--- src/sv/drb_pkg.sv ---
package drb_pkg;

  localparam int unsigned MaxRangesDef      = 4096;
  localparam int unsigned MaxQueryBlocksDef = 512;
  localparam int unsigned BitsPerByte       = 8;
  localparam int unsigned WordBits          = 64;

  localparam logic [32:0] BlockCountRst     = 33'd262144;
  localparam logic [15:0] BlocksPerRangeRst = 16'd64;

  typedef enum logic [1:0] {
    REQ_MARK_CHANGED = 2'd0,
    REQ_MARK_CLEAN   = 2'd1,
    REQ_QUERY        = 2'd2,
    REQ_UNUSED       = 2'd3
  } req_type_t;

  typedef enum logic [1:0] {
    ST_OK       = 2'd0,
    ST_TOO_LONG = 2'd1,
    ST_ORDER    = 2'd2
  } status_t;

  typedef enum logic {
    CFG_BLOCK_COUNT      = 1'b0,
    CFG_BLOCKS_PER_RANGE = 1'b1
  } cfg_index_t;

  typedef enum logic [3:0] {
    S_CLEAR,
    S_IDLE,
    S_CHK,
    S_MDIV0,
    S_MDIV1,
    S_MRD,
    S_MWR,
    S_ACK,
    S_ERR,
    S_QDIV0,
    S_QDIV1,
    S_QRD,
    S_QBIT,
    S_QEMIT
  } state_t;

endpackage

--- src/sv/drb_div.sv ---
module drb_div import drb_pkg::*; (
  input  logic        clk,
  input  logic        rst_n,
  input  logic        start,
  input  logic [32:0] dividend,
  input  logic [15:0] divisor,
  output logic        done,
  output logic [32:0] quotient,
  output logic [15:0] remainder
);

  logic        busy_r, busy_nxt;
  logic        done_r, done_nxt;
  logic [5:0]  cnt_r, cnt_nxt;
  logic [32:0] quo_r, quo_nxt;
  logic [15:0] rem_r, rem_nxt;
  logic [16:0] trial;
  logic [16:0] diff;
  logic        ge;

  assign trial = {rem_r, quo_r[32]};
  assign ge    = trial >= {1'b0, divisor};
  assign diff  = trial - {1'b0, divisor};

  always_comb begin
    busy_nxt = busy_r;
    done_nxt = 1'b0;
    cnt_nxt  = cnt_r;
    quo_nxt  = quo_r;
    rem_nxt  = rem_r;
    if (start) begin
      busy_nxt = 1'b1;
      cnt_nxt  = 6'd0;
      quo_nxt  = dividend;
      rem_nxt  = 16'd0;
    end else if (busy_r) begin
      // one quotient bit per cycle, restoring
      quo_nxt = {quo_r[31:0], ge};
      rem_nxt = ge ? diff[15:0] : trial[15:0];
      cnt_nxt = cnt_r + 6'd1;
      if (cnt_r == 6'd32) begin
        busy_nxt = 1'b0;
        done_nxt = 1'b1;
      end
    end
  end

  always_ff @(posedge clk) begin
    if (!rst_n) begin
      busy_r <= 1'b0;
      done_r <= 1'b0;
      cnt_r  <= 6'd0;
    end else begin
      busy_r <= busy_nxt;
      done_r <= done_nxt;
      cnt_r  <= cnt_nxt;
    end
    quo_r <= quo_nxt;
    rem_r <= rem_nxt;
  end

  assign done      = done_r;
  assign quotient  = quo_r;
  assign remainder = rem_r;

endmodule

--- config.mk ---
export PLATFORM = sky130hd
export DESIGN_NAME = drb_div
export DESIGN_NICKNAME = d
export VERILOG_FILES = /design/src/sv/drb_pkg.sv /design/src/sv/drb_div.sv
export SDC_FILE = /design/constraint.sdc
export NUM_CORES = 1
export LEC_CHECK = 0
export BUFFER_PORTS_ARGS = -buffer_cell sky130_fd_sc_hd__buf_2
export CAP_MARGIN = 10
export CELL_PAD_IN_SITES_DETAIL_PLACEMENT = 1
export CELL_PAD_IN_SITES_GLOBAL_PLACEMENT = 1
export CORE_MARGIN = 1.5
export CORE_UTILIZATION = 40
export CTS_CLUSTER_DIAMETER = 200
export DETAILED_ROUTE_END_ITERATION = 10
export MAX_ROUTING_LAYER = met4
export PLACE_DENSITY_LB_ADDON = 0.1
export SYNTH_ARGS = -nofsm -noshare
export SYNTH_HDL_FRONTEND = slang
export SYNTH_SLANG_ARGS = --single-unit
--- constraint.sdc ---
create_clock -name clk -period 2.9 [get_ports clk]
set_clock_uncertainty 0.05 [all_clocks]
set_input_delay 0.145 -clock clk [delete_from_list [all_inputs] [get_ports clk]]
set_output_delay 0.145 -clock clk [all_outputs]
set_load 0.01 [all_outputs]
==> metrics.cfg, run 1 <==
[worst_setup_path]
critPathRequiredTime_ps = 3070
path_class = flip-flop to flip-flop
r2r-end = remainder[12]
endpoint_kind = flip-flop
crit_fanout = 5
r2r_slack_ps = 350
cpMaxStageDelayCell = o31ai_1
cp.arrival_ps = 2720
r2r_start = quotient[32]
start_kind = flip-flop
cp_common_cell = a21oi_1
crit_start = quotient[32]
cp-endpoint = remainder[12]
r2r_cells = 9
worstPathCellList = inv_1 -> ha_1 -> fa_1 -> nor2b_1 -> o31ai_1 -> a21oi_1 -> o41ai_1 -> xor2_1 -> a21oi_1
cp_slowest_stage_delay_ps = 450

[final_layout]
stdcell_count = 560
diodes = 0
stdcell_area_um2 = 4379
syn2layout_area_growth_pct = 24.25
drive_gt1_frac = 0.3872
fill_cells = 995
fin_util = 0.5071
nets = 518

[sta]
slew_headroom = 0.5770
final_max_slew_viol_count = 0
period_needed_ps = 2553
finalSetupViolations = 0
rsz0062_at_grt = no
tns_ps = 0
fmax_mhz = 391.8
hold_ws_ps = 45.40
fin_crit_sh = 0.8802
finalHoldViolations = 0
worstMarginPinSlew_ps = 634.6

[synthesis]
synthMuxAreaShare = 0.1051
synth_cell_types = 64
syn_avg_cell_area_um2 = 10.25
synth-seq-area-share = 0.4175
syn_nets = 415
postSynthCellCount = 344
synth-compound-area-share = 0.1814
synth_fa_ha_area_frac = 0.06958
ys_seq_elements = 57
syn-cell-area_um2 = 3525
ys_warn_count = 0
synth-xor-area-share = 0.02982
synth_simple_gate_area_frac = 0.1424
synth_top_family_by_area = compound AO/OA/AOI/OAI gates

[route]
vias_per_cell = 5.361
antenna_left = 0
drt_pass1_iterations = 4
wl_per_cell_um = 17.12
finalWirelength_um = 9589
dr_total_vias = 3002
drt_iter0_drc = 64
drc_errors = 0

[die]
start_util = 0.4081
io_pins = 102
coreArea_um2 = 8636
die_x_um = 96.87
num_rows = 34
die_y_um = 96.87
dieArea_um2 = 9384

[power]
p_per_area_nw_per_um2 = 583.8
irDropWorstVdd_mv = 0.3504
pwr-share-seq = 0.388
pwr-share-clk = 0.371
p_int_w = 0.001793
combPwrFrac = 0.241
power.switching_w = 0.0007636
p_leak_nw = 1.932
swShare = 0.2987

[clock_network]
clk_pin_slew_ps = 80
clkLatencyLatePin_ps = 350
cts_tree = done
cts_buffers = 9
postCtsResizedCells = 0
cts-htree-levels = 3
clockRootBuffer = clkbuf_8
cts_max_path_buffers = 2
numClockSinks = 57

[global_route]
grt_pass1_vias = 3224
overflow = 0
grt_max_degree = 51
antenna_found_initial = 0
grt_usage = 0.2120
grt_pass1_wl_um = 15700

[place]
port_buffers = 101
dp_hpwl_um = 6945
globalplace.congestion = 0.8210
dp.cells = 543
post_dp_cell_area_um2 = 4118

[run_status]
status = complete, no violations

[worst_hold_path]
hp-class = input port to flip-flop

[flow_run]
maxCapViolCount = 0

-- flip-flops by register name, indices dropped and copies added (netlist names) --
signal,count
quotient,33
remainder,16
done,1
busy_r,1
cnt_r,6
-- cell usage in the layout (no fill, tap or decap), drive strengths merged, types with 3 or more instances in the layout --
master,netlist,layout
a211oi,4,4
a21o,5,5
a21oi,21,21
a311oi,10,10
and2,3,3
buf,8,107
bufinv,0,3
clkbuf,8,9
clkinv,0,3
dfxtp,24,24
edfxtp,33,33
ha,18,18
inv,23,24
mux2,32,32
nand2,18,18
nand2b,6,6
nand3,15,15
nand4,3,3
nor2,30,30
nor2b,4,4
nor3,9,9
o211ai,4,4
o21ai,18,18
o31ai,4,4
or3,5,5
xnor2,5,5
xor2,7,7
-- synth_stat cells, drive strengths merged --
cell type / instances / area, um2
edfxtp: 33 / 991.0
mux2: 32 / 360.4
nor2: 30 / 120.1
dfxtp: 24 / 480.5
inv: 23 / 86.33
a21oi: 21 / 120.1
ha: 18 / 225.2
nand2: 18 / 67.56
o21ai: 18 / 90.09
nand3: 15 / 80.08
a311oi: 10 / 87.58
nor3: 9 / 45.04
buf: 8 / 65.06
clkbuf: 8 / 40.04
xor2: 7 / 61.31
nand2b: 6 / 37.54
a21o: 5 / 47.54
or3: 5 / 32.53
xnor2: 5 / 43.79
a211oi: 4 / 30.03
nor2b: 4 / 32.53
o211ai: 4 / 35.03
o31ai: 4 / 30.03
and2: 3 / 23.77
nand4: 3 / 18.77
a21bo: 2 / 20.02
a21boi: 2 / 18.77
a22oi: 2 / 15.01
o211a: 2 / 27.53
o21a: 2 / 15.01
o221ai: 2 / 23.77
o41ai: 2 / 17.52
a2111oi: 1 / 10.01
a211o: 1 / 17.52
a31oi: 1 / 6.260
a32o: 1 / 10.01
and4: 1 / 10.01
and4b: 1 / 11.26
fa: 1 / 20.02
mux2i: 1 / 10.01
nor4: 1 / 6.260
nor4b: 1 / 8.760
o2111a: 1 / 11.26
o22ai: 1 / 6.260
or4: 1 / 7.510
-- cells by family (layout without fill, tap and decap cells) --
family | count (synthesis) | after routing
XOR/XNOR | 12 | 12
AND/OR/NAND/NOR | 98 | 98
buffers and inverters | 39 | 147
multiplexers | 33 | 33
adder cells (fa/ha/maj) | 19 | 19
flip-flops | 57 | 57
AO/OA/AOI/OAI | 86 | 86
-- worst max-delay path, delay by kind of cell, from the launching register on --
kind	cells	cell delay (ps)
adder cells (fa/ha/maj)	2	390
buffers and inverters	1	70
AND/OR/NAND/NOR	1	70
XOR/XNOR	1	210
flip-flops	1	420
AO/OA/AOI/OAI	4	1200
-- timing repair --
action	4_1_cts	5_1_grt
setup endpoints to repair	0	0
buffers inserted	0	0
endpoints found under the hold margin	1	0
hold buffers	1	0
-- cell type report --
cell class                 count  area (um2)  share of cell area
clock buffer                   9       123.9             0.02829
inverter                      23       86.33             0.01971
multi-input combinational    248        1862              0.4251
clock inverter                 7       127.6             0.02914
timing repair buffer         108       573.1              0.1309
tap                          108       135.1             0.03086
sequential                    57        1471              0.3360
-- power by group through the flow --
stage	Combinational [W]	Clock [W]	Sequential, W
2_1_floorplan	0.000383	0	0.00104
3_3_place_gp	0.000601	0	0.00100
3_5_place_dp	0.000615	0	0.00101
4_1_cts	0.000620	0.000967	0.000992
5_1_grt	0.000677	0.000996	0.00100
6_report	0.000617	0.000949	0.000991
-- metal layers --
layer | routed length [um] | track usage | up-vias
li1 | - | - | 1485
met1 | 4282 | 0.2592 | 1444
met2 | 4830 | 0.3609 | 62
met3 | 369 | 0.03324 | 11
met4 | 106 | 0.06466 | 0
met5 | 0 | - | -
-- per-stage QoR --
| step | total power (W) | setup WS (ps) |
|---|---|---|
| floorplan | 0.001420 | 667.7 |
| global placement | 0.001604 | 484.9 |
| detailed placement | 0.001624 | 414.5 |
| CTS | 0.002579 | 362.9 |
| global route | 0.002677 | 156.0 |
| finish | 0.002557 | 347.5 |
-- worst min path at each step --
stage / start / to / slack (ps) / cells past startpoint
2_1_floorplan: rst_n / busy_r / 220 / 1
3_3_place_gp: rst_n / busy_r / 340 / 2
3_5_place_dp: rst_n / busy_r / 340 / 2
4_1_cts: dividend[21] / quotient[21] / 40 / 2
5_1_grt: dividend[23] / quotient[23] / 50 / 2
6_report: dividend[21] / quotient[21] / 50 / 2
Note: power is estimated with default switching activity, not from simulation.
==> inputs of run 2 (changes only) <==
--- a/config.mk
+++ b/config.mk
@@ -14,7 +14,7 @@
 export CTS_CLUSTER_DIAMETER = 200
 export DETAILED_ROUTE_END_ITERATION = 10
 export MAX_ROUTING_LAYER = met4
-export PLACE_DENSITY_LB_ADDON = 0.1
+export PLACE_DENSITY_LB_ADDON = 0.15
 export SYNTH_ARGS = -nofsm -noshare
 export SYNTH_HDL_FRONTEND = slang
 export SYNTH_SLANG_ARGS = --single-unit
==> metrics.cfg, run 2 (synthesized netlist as in run 1, its figures left out) <==
[sta]
fin_crit_sh = 0.8842
fmax_mhz = 390.0
slew_headroom = 0.5738
setup_slack_ps = 335.8
rsz0062_at_grt = no
finalHoldViolations = 0
worstMarginPinSlew_ps = 639.3
final_max_slew_viol_count = 0
period_needed_ps = 2564
finalSetupViolations = 0
tns_ps = 0

[die]
dieArea_um2 = 9384
die_x_um = 96.87
die_y_um = 96.87
io_pins = 102
coreArea_um2 = 8636
start_util = 0.4081
num_rows = 34

[route]
antenna_left = 0
drt_iter0_drc = 93
drc_errors = 0
vias_per_cell = 5.443
drt_pass1_iterations = 4
dr_total_vias = 3048
finalWirelength_um = 9618
wl_per_cell_um = 17.18

[clock_network]
clk_pin_slew_ps = 80
cts_tree = done
numClockSinks = 57
cts_buffers = 9
cts-htree-levels = 3
clockRootBuffer = clkbuf_8
clkLatencyLatePin_ps = 340
cts_setup_buffers = 0
cts_max_path_buffers = 2

[global_route]
grt_max_degree = 51
grt_pass1_wl_um = 15950
antenna_found_initial = 0
grt_usage = 0.2175
grt_pass1_vias = 3311
overflow = 0

[final_layout]
final_common_cell = buf_2
drive_gt1_frac = 0.3872
nets = 518
largest_register_ffs = 33
syn2layout_area_growth_pct = 23.82
layout_common_cells = buf_2, edfxtp_1, mux2_2
diodes = 0

[power]
swShare = 0.3022
combPwrFrac = 0.240
p_leak_nw = 1.927
pwr-share-clk = 0.374
p_per_area_nw_per_um2 = 588.2
irDropWorstVdd_mv = 0.3173
total_power_w = 0.002567
power.switching_w = 0.0007756
pwr-share-seq = 0.387
p_int_w = 0.001791

[worst_setup_path]
critPathRequiredTime_ps = 3070
crit_fanout = 5
path_class = flip-flop to flip-flop
start_kind = flip-flop
endpoint_kind = flip-flop
cp.arrival_ps = 2740

[place]
globalplace.congestion = 0.8396
dp_hpwl_um = 7006
post-place-ws_ps = 357.5
port_buffers = 101

[run_status]
status = complete, no violations

[worst_hold_path]
hp-class = input port to flip-flop

[flow_run]
maxCapViolCount = 0

==> run 2: cell count changes in the layout (fill, tap and decap cells not counted), sizes merged <==
cell | previous run | this run
inv | 24 | 25
clkinv | 3 | 2
==> run 2: per-layer routing <==
metal / track usage / part of all wire / up-vias
met5: - / 0 / -
met2: 0.3717 / 0.49 / 79
li1: - / - / 1490
met4: 0.05909 / 0.016 / 0
met3: 0.05202 / 0.047 / 15
met1: 0.2563 / 0.45 / 1464
==> run 2: path summary, 6_finish.rpt <==
path                  from             to  slack [ps]  depth (start not counted)
max           quotient[32]  remainder[14]         340                          9
min            dividend[8]    quotient[8]          50                          2
max reg2reg   quotient[32]  remainder[14]         340                          9
min reg2reg  remainder[15]  remainder[15]         440                          2
==> run 2: through the flow <==
stage	hold slack [ps]	std cells	cell area (um2)	util
finish	50.80	560	4364	0.5054
global route	41.56	560	4364	0.5054
CTS	41.08	560	4364	0.5054
detailed placement	332.3	543	4105	0.4754
global placement	328.4	543	4105	0.4754
floorplan	223.2	344	3525	-
==> run 2: area by class of cell <==
class / instances / area (um2)
fill: 989 / 4272
multi-input combinational: 248 / 1862
sequential: 57 / 1471
timing repair buffer: 108 / 560.5
tap: 108 / 135.1
clock inverter: 7 / 125.1
clock buffer: 9 / 123.9
inverter: 23 / 86.33
==> run 2: timing repair <==
| item | in CTS | in global routing |
|---|---|---|
| hold buffers | 1 | 0 |
| endpoints found under the hold margin | 1 | 0 |
| setup endpoints to repair | 0 | 0 |
| gates resized for setup | 0 | 0 |
==> run 2: worst max-delay path: stages (launching register included) <==
cell,delay [ps]
edfxtp_1,380
inv_1,60
ha_1,200
fa_1,420
nor2b_1,170
o31ai_1,120
a21oi_1,400
o2111a_1,240
a211oi_1,60
a2111oi_1,350
==> run 2: power groups by stage <==
stage          sequential, W  clock, W  combinational, W
6_report            0.000992  0.000959          0.000615
5_1_grt              0.00100   0.00101          0.000679
2_1_floorplan        0.00104         0          0.000383
3_5_place_dp         0.00101         0          0.000615
3_3_place_gp         0.00101         0          0.000597
4_1_cts             0.000993  0.000981          0.000619
==> inputs of run 3 (changes only) <==
--- a/config.mk
+++ b/config.mk
@@ -10,7 +10,8 @@
 export CELL_PAD_IN_SITES_DETAIL_PLACEMENT = 1
 export CELL_PAD_IN_SITES_GLOBAL_PLACEMENT = 1
 export CORE_MARGIN = 1.5
-export CORE_UTILIZATION = 40
+export CORE_UTILIZATION = 41
+export CTS_BUF_LIST = sky130_fd_sc_hd__clkbuf_4 sky130_fd_sc_hd__clkbuf_8
 export CTS_CLUSTER_DIAMETER = 200
 export DETAILED_ROUTE_END_ITERATION = 10
 export MAX_ROUTING_LAYER = met4
==> metrics.cfg, run 3 (synthesized netlist as in run 1, its figures left out) <==
[die]
die_x_um = 95.72
start_util = 0.4268
dieArea_um2 = 9162
num_rows = 33
coreArea_um2 = 8258
io_pins = 102
die_y_um = 95.72

[route]
drt_iter0_drc = 105
drc_errors = 0
antenna_left = 0
wl_per_cell_um = 16.72
vias_per_cell = 5.474
dr_total_vias = 3038
finalWirelength_um = 9280
drt_pass1_iterations = 5

[global_route]
met3_usage = 0.04265
top_usage_layer = met2
overflow = 0
antenna_found_initial = 0
grt_max_degree = 51
grt_pass1_vias = 3053
met1_usage = 0.2654
grt_pass1_wl_um = 14740
grt_usage = 0.2162
globalRouteMet2Util = 0.3421

[sta]
tns_ps = 0
fin_crit_sh = 0.8676
final_max_slew_viol_count = 0
slew_headroom = 0.6015
finalHoldViolations = 0
period_needed_ps = 2516
rsz0062_at_grt = no
fmax_mhz = 397.4
worstMarginPinSlew_ps = 597.8
hold_ws_ps = 13.68
finalSetupViolations = 0

[clock_network]
postCtsResizedCells = 0
cts_hold_buf = 0
cts_max_path_buffers = 2
clockRootBuffer = clkbuf_8
cts_buffers = 9
numClockSinks = 57
clkLatencyLatePin_ps = 350
cts_setup_buffers = 0
cts-htree-levels = 3
cts_tree = done
clk_pin_slew_ps = 80

[place]
port_buffers = 101
globalplace.congestion = 0.8716
dp_hpwl_um = 6681

[flow_run]
maxCapViolCount = 0

[final_layout]
diodes = 0
layout_common_cells = buf_2, edfxtp_1, mux2_2
final_common_cell = buf_2
nets = 516
drive_gt1_frac = 0.3867
largest_register_ffs = 33
fill_cells = 956
syn2layout_area_growth_pct = 23.22

[worst_setup_path]
path_class = flip-flop to flip-flop
start_kind = flip-flop
endpoint_kind = flip-flop
crit_fanout = 5
cp.arrival_ps = 2690
critPathRequiredTime_ps = 3080

[worst_hold_path]
hp-class = input port to flip-flop

[power]
p_per_area_nw_per_um2 = 587.5
irDropWorstVdd_mv = 0.2858
p_leak_nw = 1.917

[run_status]
status = complete, no violations

-- run 3: cell types whose count changed in the layout (fill, tap and decap cells not counted), sizes merged --
cell         before  now
buf             107  106
dlygate4sd3       1    0
-- run 3: worst paths after layout --
| check | from | end | slack, ps | cells past startpoint |
|---|---|---|---|---|
| worst min register to register | remainder[15] | remainder[15] | 450 | 2 |
| worst max-delay path | quotient[32] | remainder[14] | 380 | 9 |
| worst min-delay path | rst_n | busy_r | 10 | 2 |
| worst max register to register | quotient[32] | remainder[14] | 380 | 9 |
-- run 3: layer usage --
layer,share of wire,vias up
li1,-,1485
met1,0.44,1450
met2,0.48,89
met3,0.056,14
met4,0.020,0
met5,0,-
-- run 3: report_power, final --
part / internal, W / total (W) / switching (W) / leakage (nW)
clock: 0.000579 / 0.000953 / 0.000374 / 0.124
sequential: 0.000942 / 0.000990 / 0.0000472 / 0.528
combinational: 0.000267 / 0.000609 / 0.000342 / 1.26
-- run 3: final cells by class --
type	instances	area [um2]	area share
Multi-Input combinational cell	248	1862	0.4287
Sequential cell	57	1471	0.3388
Timing Repair Buffer	106	543.0	0.1250
Tap cell	105	131.4	0.03025
Clock inverter	7	125.1	0.02881
Clock buffer	9	123.9	0.02852
Inverter	23	86.33	0.01988
-- run 3: worst max-delay path, cell delays in order (launching register included) --
cell       delay [ps]
edfxtp_1          370
inv_1              50
ha_1              200
fa_1              430
nor2b_1           180
o31ai_1           140
a21oi_1           350
o2111a_1          230
a211oi_1           50
a2111oi_1         350
-- run 3: per-stage QoR --
step	cell area [um2]	setup WS [ps]	util	power, W	instances
detailed placement	4094	414.4	0.4958	0.001615	539
floorplan	3525	667.7	-	0.001420	344
global route	4343	230.4	0.5259	0.002673	555
CTS	4343	348.3	0.5259	0.002585	555
finish	4343	383.9	0.5259	0.002552	555
global placement	4094	478.8	0.4958	0.001598	539
